===== src/hdl/ace_pkg.sv =====
`timescale 1ns / 1ps
// ----------------------------------------------------------------------------
// ace_pkg
// Shared types and constants for the attribute closure engine.
// ----------------------------------------------------------------------------
package ace_pkg;

    localparam int ATTR_FW          = 26;
    localparam int IDX_FW           = 5;
    localparam int CNT_FW           = 6;
    localparam int CFG_IDX_W        = 2;
    localparam int DEP_DEPTH_DEF    = 32;
    localparam int ATTR_COUNT_DEF   = 26;

    localparam logic [CFG_IDX_W-1:0] CFG_RELATION_ATTRS = 2'd0;
    localparam logic [CFG_IDX_W-1:0] CFG_DEP_COUNT      = 2'd1;

    localparam logic FUNC_WRITE = 1'b0;
    localparam logic FUNC_QUERY = 1'b1;

    typedef struct packed {
        logic               func;
        logic [IDX_FW-1:0]  entry_index;
        logic [ATTR_FW-1:0] left_attrs;
        logic [ATTR_FW-1:0] right_attrs;
    } ace_req_t;

    typedef struct packed {
        logic [ATTR_FW-1:0] closure_attrs;
        logic               is_superkey;
        logic               implies_right;
    } ace_rsp_t;

endpackage


===== src/hdl/ace_dep_table.sv =====
`timescale 1ns / 1ps
// ----------------------------------------------------------------------------
// ace_dep_table
// Dependency store: one word per entry holding left and right sides,
// single write port, registered read port.
// ----------------------------------------------------------------------------
module ace_dep_table
    import ace_pkg::*;
#(
    parameter int  DEP_DEPTH = DEP_DEPTH_DEF,
    parameter int  ATTR_W    = ATTR_COUNT_DEF,
    localparam int ADDR_W    = (DEP_DEPTH > 1) ? $clog2(DEP_DEPTH) : 1
)
(
    input  logic                     clk,
    input  logic                     wr_en,
    input  logic [ADDR_W-1:0]        wr_addr,
    input  logic [ATTR_W-1:0]        wr_left,
    input  logic [ATTR_W-1:0]        wr_right,
    input  logic                     rd_en,
    input  logic [ADDR_W-1:0]        rd_addr,
    output logic [ATTR_W-1:0]        rd_left,
    output logic [ATTR_W-1:0]        rd_right
);

    logic [2*ATTR_W-1:0] mem [DEP_DEPTH];
    logic [2*ATTR_W-1:0] rd_data_reg;

    always_ff @(posedge clk)
    begin
        if (wr_en)
        begin
            mem[wr_addr] <= {wr_left, wr_right};
        end
    end

    always_ff @(posedge clk)
    begin
        if (rd_en)
        begin
            rd_data_reg <= mem[rd_addr];
        end
    end

    assign rd_left  = rd_data_reg[2*ATTR_W-1:ATTR_W];
    assign rd_right = rd_data_reg[ATTR_W-1:0];

endmodule


===== src/hdl/attribute_closure_engine_core.sv =====
`timescale 1ns / 1ps
// ----------------------------------------------------------------------------
// attribute_closure_engine_core
// Attribute closure over a loaded table of functional dependencies.
// ----------------------------------------------------------------------------
// Usage:
//   Command channel: request is taken when start is high and busy is low.
//   func = write stores left/right at entry_index, no result.
//   func = query computes the closure of left_attrs; one result follows,
//   shown on result for a single cycle with done high. The receiver cannot
//   stall; the result register frees the block for the next item at once.
//   Config channel: cfg_valid/cfg_ready (always ready), cfg_index selects
//   relation attributes (0) or dependency count (1); other indexes ignored.
//   A query walks the first n entries (dependency count, capped at DEP_DEPTH)
//   in table passes until a pass adds no attribute; with n zero it answers
//   without a walk. Each pass streams the table through the single read port
//   of the dependency store, one entry a cycle, with the read registered.
//   Reset clears the registers and control state; table contents are kept
//   undefined until written.
// ----------------------------------------------------------------------------
module attribute_closure_engine_core
    import ace_pkg::*;
#(
    parameter int DEP_DEPTH  = DEP_DEPTH_DEF,
    parameter int ATTR_COUNT = ATTR_COUNT_DEF
)
(
    input  logic                 clk,
    input  logic                 rst_n,
    input  logic                 start,
    output logic                 busy,
    input  ace_req_t             request,
    output logic                 done,
    output ace_rsp_t             result,
    input  logic                 cfg_valid,
    output logic                 cfg_ready,
    input  logic [CFG_IDX_W-1:0] cfg_index,
    input  logic [ATTR_FW-1:0]   cfg_data
);

    localparam int ATTR_W = (ATTR_COUNT < ATTR_FW) ? ATTR_COUNT : ATTR_FW;
    localparam int ADDR_W = (DEP_DEPTH > 1) ? $clog2(DEP_DEPTH) : 1;
    localparam int CNT_W  = $clog2(DEP_DEPTH + 1);

    typedef enum logic [1:0] {
        S_IDLE = 2'b01,
        S_WALK = 2'b10
    } state_t;

    state_t             state_reg, state_next;
    logic [ATTR_FW-1:0] rel_reg;
    logic [CNT_FW-1:0]  count_reg;
    logic [ATTR_W-1:0]  clo_reg, clo_next;
    logic [ATTR_W-1:0]  right_reg, right_next;
    logic [CNT_W-1:0]   n_reg, n_next;
    logic [ADDR_W-1:0]  idx_reg, idx_next;
    logic               issue_reg, issue_next;
    logic               rd_valid_reg, rd_valid_next;
    logic               rd_last_reg, rd_last_next;
    logic               changed_reg, changed_next;
    logic               done_reg, done_next;
    ace_rsp_t           rsp_reg, rsp_next;

    logic               accept;
    logic               query_go;
    logic               write_go;
    logic [ATTR_W-1:0]  req_left;
    logic [ATTR_W-1:0]  req_right;
    logic [CNT_W-1:0]   n_start;
    logic               last_issue;
    logic [ATTR_W-1:0]  tbl_left;
    logic [ATTR_W-1:0]  tbl_right;
    logic               applies;
    logic               grow;
    logic [ATTR_W-1:0]  clo_upd;

    function automatic ace_rsp_t make_rsp(input logic [ATTR_W-1:0] clo,
                                          input logic [ATTR_W-1:0] rhs,
                                          input logic [ATTR_FW-1:0] rel);
        ace_rsp_t r;
        r.closure_attrs = ATTR_FW'(clo);
        r.is_superkey   = (ATTR_FW'(clo) == rel);
        r.implies_right = ((rhs & ~clo) == '0);
        return r;
    endfunction

    assign busy      = (state_reg != S_IDLE);
    assign cfg_ready = 1'b1;
    assign done      = done_reg;
    assign result    = rsp_reg;

    assign accept    = start && !busy;
    assign query_go  = accept && (request.func == FUNC_QUERY);
    assign write_go  = accept && (request.func == FUNC_WRITE)
                       && (32'(request.entry_index) < DEP_DEPTH);
    assign req_left  = request.left_attrs[ATTR_W-1:0];
    assign req_right = request.right_attrs[ATTR_W-1:0];
    assign n_start   = (32'(count_reg) > DEP_DEPTH) ? CNT_W'(DEP_DEPTH)
                                                    : CNT_W'(count_reg);

    assign last_issue = (CNT_W'(idx_reg) == (n_reg - CNT_W'(1)));

    ace_dep_table #(
        .DEP_DEPTH (DEP_DEPTH),
        .ATTR_W    (ATTR_W)
    ) u_table (
        .clk      (clk),
        .wr_en    (write_go),
        .wr_addr  (ADDR_W'(request.entry_index)),
        .wr_left  (req_left),
        .wr_right (req_right),
        .rd_en    ((state_reg == S_WALK) && issue_reg),
        .rd_addr  (idx_reg),
        .rd_left  (tbl_left),
        .rd_right (tbl_right)
    );

    assign applies = ((tbl_left & ~clo_reg) == '0);
    assign grow    = rd_valid_reg && applies && ((tbl_right & ~clo_reg) != '0);
    assign clo_upd = (rd_valid_reg && applies) ? (clo_reg | tbl_right) : clo_reg;

    always_comb
    begin
        state_next    = state_reg;
        clo_next      = clo_reg;
        right_next    = right_reg;
        n_next        = n_reg;
        idx_next      = idx_reg;
        issue_next    = issue_reg;
        rd_valid_next = 1'b0;
        rd_last_next  = 1'b0;
        changed_next  = changed_reg;
        done_next     = 1'b0;
        rsp_next      = rsp_reg;
        unique case (state_reg)
            S_IDLE:
            begin
                if (query_go)
                begin
                    clo_next     = req_left;
                    right_next   = req_right;
                    n_next       = n_start;
                    idx_next     = '0;
                    issue_next   = 1'b1;
                    changed_next = 1'b0;
                    if (n_start == '0)
                    begin
                        done_next = 1'b1;
                        rsp_next  = make_rsp(req_left, req_right, rel_reg);
                    end
                    else
                    begin
                        state_next = S_WALK;
                    end
                end
            end
            S_WALK:
            begin
                rd_valid_next = issue_reg;
                rd_last_next  = issue_reg && last_issue;
                if (issue_reg)
                begin
                    idx_next = idx_reg + ADDR_W'(1);
                    if (last_issue)
                    begin
                        issue_next = 1'b0;
                    end
                end
                if (rd_valid_reg)
                begin
                    clo_next     = clo_upd;
                    changed_next = changed_reg | grow;
                    if (rd_last_reg)
                    begin
                        if (changed_reg | grow)
                        begin
                            // another pass over the table
                            idx_next     = '0;
                            issue_next   = 1'b1;
                            changed_next = 1'b0;
                        end
                        else
                        begin
                            state_next = S_IDLE;
                            done_next  = 1'b1;
                            rsp_next   = make_rsp(clo_upd, right_reg, rel_reg);
                        end
                    end
                end
            end
            default:
            begin
                state_next = S_IDLE;
            end
        endcase
    end

    always_ff @(posedge clk or negedge rst_n)
    begin
        if (!rst_n)
        begin
            state_reg    <= S_IDLE;
            rel_reg      <= '0;
            count_reg    <= '0;
            clo_reg      <= '0;
            right_reg    <= '0;
            n_reg        <= '0;
            idx_reg      <= '0;
            issue_reg    <= 1'b0;
            rd_valid_reg <= 1'b0;
            rd_last_reg  <= 1'b0;
            changed_reg  <= 1'b0;
            done_reg     <= 1'b0;
            rsp_reg      <= '0;
        end
        else
        begin
            state_reg    <= state_next;
            clo_reg      <= clo_next;
            right_reg    <= right_next;
            n_reg        <= n_next;
            idx_reg      <= idx_next;
            issue_reg    <= issue_next;
            rd_valid_reg <= rd_valid_next;
            rd_last_reg  <= rd_last_next;
            changed_reg  <= changed_next;
            done_reg     <= done_next;
            rsp_reg      <= rsp_next;
            if (cfg_valid && cfg_ready)
            begin
                unique case (cfg_index)
                    CFG_RELATION_ATTRS: rel_reg   <= cfg_data;
                    CFG_DEP_COUNT:      count_reg <= cfg_data[CNT_FW-1:0];
                    default:            ;
                endcase
            end
        end
    end

`ifndef SYNTHESIS
    a_done_source: assert property (@(posedge clk) disable iff (!rst_n)
        done_reg |-> ($past(state_reg) == S_WALK) || $past(query_go))
        else $error("result strobe without a query in flight");

    a_read_in_walk: assert property (@(posedge clk) disable iff (!rst_n)
        rd_valid_reg |-> (state_reg == S_WALK))
        else $error("table read data outside the walk");

    a_closure_grows: assert property (@(posedge clk) disable iff (!rst_n)
        ((state_reg == S_WALK) && ($past(state_reg) == S_WALK))
            |-> (($past(clo_reg) & ~clo_reg) == '0))
        else $error("running closure lost attributes");

    a_idle_quiet: assert property (@(posedge clk) disable iff (!rst_n)
        (state_reg == S_IDLE) |-> !rd_valid_reg && !rd_last_reg)
        else $error("pending table read while idle");
`endif

endmodule

===== config.mk =====
export PLATFORM = sky130hd
export DESIGN_NAME = attribute_closure_engine_core
export DESIGN_NICKNAME = d
export VERILOG_FILES = /design/src/hdl/ace_pkg.sv /design/src/hdl/ace_dep_table.sv /design/src/hdl/attribute_closure_engine_core.sv
export SDC_FILE = /design/constraint.sdc
export NUM_CORES = 2
export LEC_CHECK = 0
export BUFFER_PORTS_ARGS = -buffer_cell sky130_fd_sc_hd__buf_2
export CELL_PAD_IN_SITES_DETAIL_PLACEMENT = 0
export CELL_PAD_IN_SITES_GLOBAL_PLACEMENT = 1
export CORE_UTILIZATION = 40
export DETAILED_ROUTE_END_ITERATION = 8
export PLACE_DENSITY_LB_ADDON = 0.1
export RECOVER_POWER = 100
export SLEW_MARGIN = 30
export SYNTH_ARGS = -nofsm -noshare
export SYNTH_HDL_FRONTEND = slang
export SYNTH_SLANG_ARGS = --single-unit

===== constraint.sdc =====
create_clock -name clk -period 8.6 [get_ports clk]
set_input_delay 0 -clock clk [delete_from_list [all_inputs] [get_ports clk]]
set_output_delay 0 -clock clk [all_outputs]
set_load 0.005 [all_outputs]

==> run metrics <==
status=finished with violations; failing checks=max-capacitance violations, max-slew violations; CTS tree=done; Placed Instances=5679; nets@finish=3756; Synth top cells by count=edfxtp_1 (1716), mux4_2 (520), dfrtp_1 (129); Setup violations, final=0; TritonCTS Sinks=1846; worst hold slack=0.0543 ns; total track usage=23.8%; Max Cap Viol=95; Yosys top cell by area=edfxtp_1; Least-Margin Pin Slew=3.91 ns; # resized after CTS=0; post-synth top area share=71.6%; critical path type=reg -> reg; final antenna-violating net count=0; WP data arrival=6.68 ns; worst vdd ir=197 µV; Synth Cell Area=72000 µm²; largest net degree at the start of global routing=133; Clock Latency Late Sink=0.83 ns; CP cell instances=ha_1 > nand2_1 > nor2_1 > nand3b_1 > nor2_1 > clkbuf_1; layout cell share with drive strength beyond 1=26.4%; Synth area leaders=edfxtp_1 (72%), mux4_2 (16%), dfrtp_1 (4.5%); Critical Path RT=8.99 ns; final non-filler cell total=6179; Residual DRC=0; Pins Over Slew Limit=3077; Critical Path Max Stage Delay=2.37 ns; Chip Width=426 µm; htree depth=4; Site Rows=155; Post-DP Area=76000 µm²; number of flops mapped to enable cells by yosys=1716; via count=35600; syn avg cell area=22.0 µm²; clock skew=0.0327 ns; Final Critical Period=6.29 ns; setup TNS=0 ns; total wire length=213 mm; period utilization=73.1%; flops & latches, synth=1846; first-pass GRT wire length=298 mm; synth warn=0; hold violation total from the final report=0; Worst-path clk slew=0.06 ns; Max-slew headroom=-160%; sequential share of the synthesized area=76.1%; DR WL/cell=34.4 µm; GPL Wtd Cong=0.914; fraction of registers with async set or reset after synthesis=7.04%; num ports=121; clk buf depth=3; Pwr Density=221 nW/µm²; die height=426 µm; critical path's slowest cell=nor2_1; Vias/cell=5.76; CTS buffer count=194; post-synth net total=3364; Final HPWL DP=125 mm; total gr overflow=0; HP Class=in -> reg; First DRT Iteration DRCs=3504; fill count=14900; antenna violations before repair=9; Area Overhead vs Synth=15.5%; upper clock frequency limit=159 MHz; Post-Synthesis Cells=3270; root buf cell=clkbuf_16; most frequent CP cell=nor2_1; core footprint=179000 µm²; number of port buffers=119; RSZ-0062 raised after global routing=false; leakage power=25.9 nW; ys flop type=edfxtp_1; vias in the first global route=37600; most common cell in the netlist=edfxtp_1; CP Launch Type=flop; Largest register FFs=1664; post-route design area=83100 µm²; endpoint class of the critical path=flop; Die ar.=182000 µm²; TritonRoute pass-1 iters=5; overall power=0.0184 W; Initial Utilization=40.3%; Yosys cell types=67; CP Max Fanout=22
==> power breakdown <==
part	leakage (nW)	total, W	switching (W)	internal, W
logic	5.75	0.000390	0.000277	0.000113
registers	17.2	0.00989	0.0000448	0.00984
clock network	2.98	0.00809	0.00346	0.00463
==> cell usage in the layout (no fill, tap or decap), types with 25 or more instances in the layout <==
| cell type | count |
|---|---|
| a21oi_1 | 48 |
| buf_2 | 63 |
| buf_4 | 28 |
| clkbuf_1 | 155 |
| clkbuf_16 | 196 |
| clkinv_1 | 43 |
| clkinv_2 | 41 |
| dfrtp_1 | 124 |
| dlygate4sd3_1 | 139 |
| edfxtp_1 | 1716 |
| inv_1 | 71 |
| mux2_1 | 29 |
| mux2_2 | 85 |
| mux4_2 | 520 |
| nand2_1 | 86 |
| nand2b_1 | 27 |
| nor2_1 | 60 |
| nor2b_1 | 25 |
| o21ai_0 | 62 |
| o22ai_1 | 27 |
==> routing by layer <==
layer / track usage (%) / wire [µm]
met3: 3.14 / 8990
met1: 31.7 / 88500
met5: 0 / 9
met2: 40.6 / 109000
met4: 7.22 / 6450
==> critical path, delay by kind of cell (launching register included) <==
family / cells / cell delay, ns
AND/OR/NAND/NOR: 4 / 3.28
adder cells (fa/ha/maj): 1 / 0.32
flip-flops: 1 / 0.57
buffers and inverters: 1 / 1.58
==> kinds of logic (layout without fill, tap and decap cells) <==
kind of cell | count (synthesis) | after routing | share of synthesized area (%)
buf+inv | 237 | 788 | 1.25
other cells | 1 | 4 | 0.00521
fa+ha+maj | 4 | 4 | 0.0696
mux | 640 | 640 | 18.1
compound gates | 257 | 257 | 2.43
xor+xnor | 11 | 11 | 0.134
flops | 1846 | 1846 | 76.1
simple gates | 274 | 274 | 1.83
==> through the flow <==
step	util, %	setup slack (ns)
final	46.5	2.31
after global placement	42.5	4.49
after floorplan	-	4.55
after CTS	46.8	4.43
after global routing	46.5	2.22
after detailed placement	42.6	4.46
==> worst paths after layout <==
kind / startpoint / end / slack (ns) / depth (start not counted)
min in group asynchronous: rst_n / state_reg[0]$_DFFE_PN1P_ / 0.58 / 3
worst min register to register: right_reg[16]$_DFFE_PN0P_ / right_reg[16]$_DFFE_PN0P_ / 0.49 / 2
worst min-delay path: request[56] / u_table.mem[2][0]$_DFFE_PP_ / 0.05 / 3
worst max-delay path: state_reg[0]$_DFFE_PN1P_ / u_table.mem[30][17]$_DFFE_PP_ / 2.31 / 6
worst max register to register: state_reg[0]$_DFFE_PN1P_ / u_table.mem[30][17]$_DFFE_PP_ / 2.31 / 6
max in group asynchronous: rst_n / result[17]$_DFFE_PN0P_ / 4.79 / 4
==> cell type report <==
class	instances	area [µm²]	share of cell area (%)
well taps	2355	2950	3.55
clock buffers	238	5070	6.11
multi-input cells	1187	16400	19.7
diodes	3	7.51	0.00904
clock inverters	117	1010	1.22
inverters	76	285	0.343
repair buffers	357	2550	3.08
flip-flops and latches	1846	54800	66.0
==> repair_timing <==
action                                   CTS  global route
hold buffers                             140             0
buffers inserted                           0             0
hold endpoints to repair                1844             0
endpoints found under the setup margin     0             0
(Power assumes the default switching activity.)
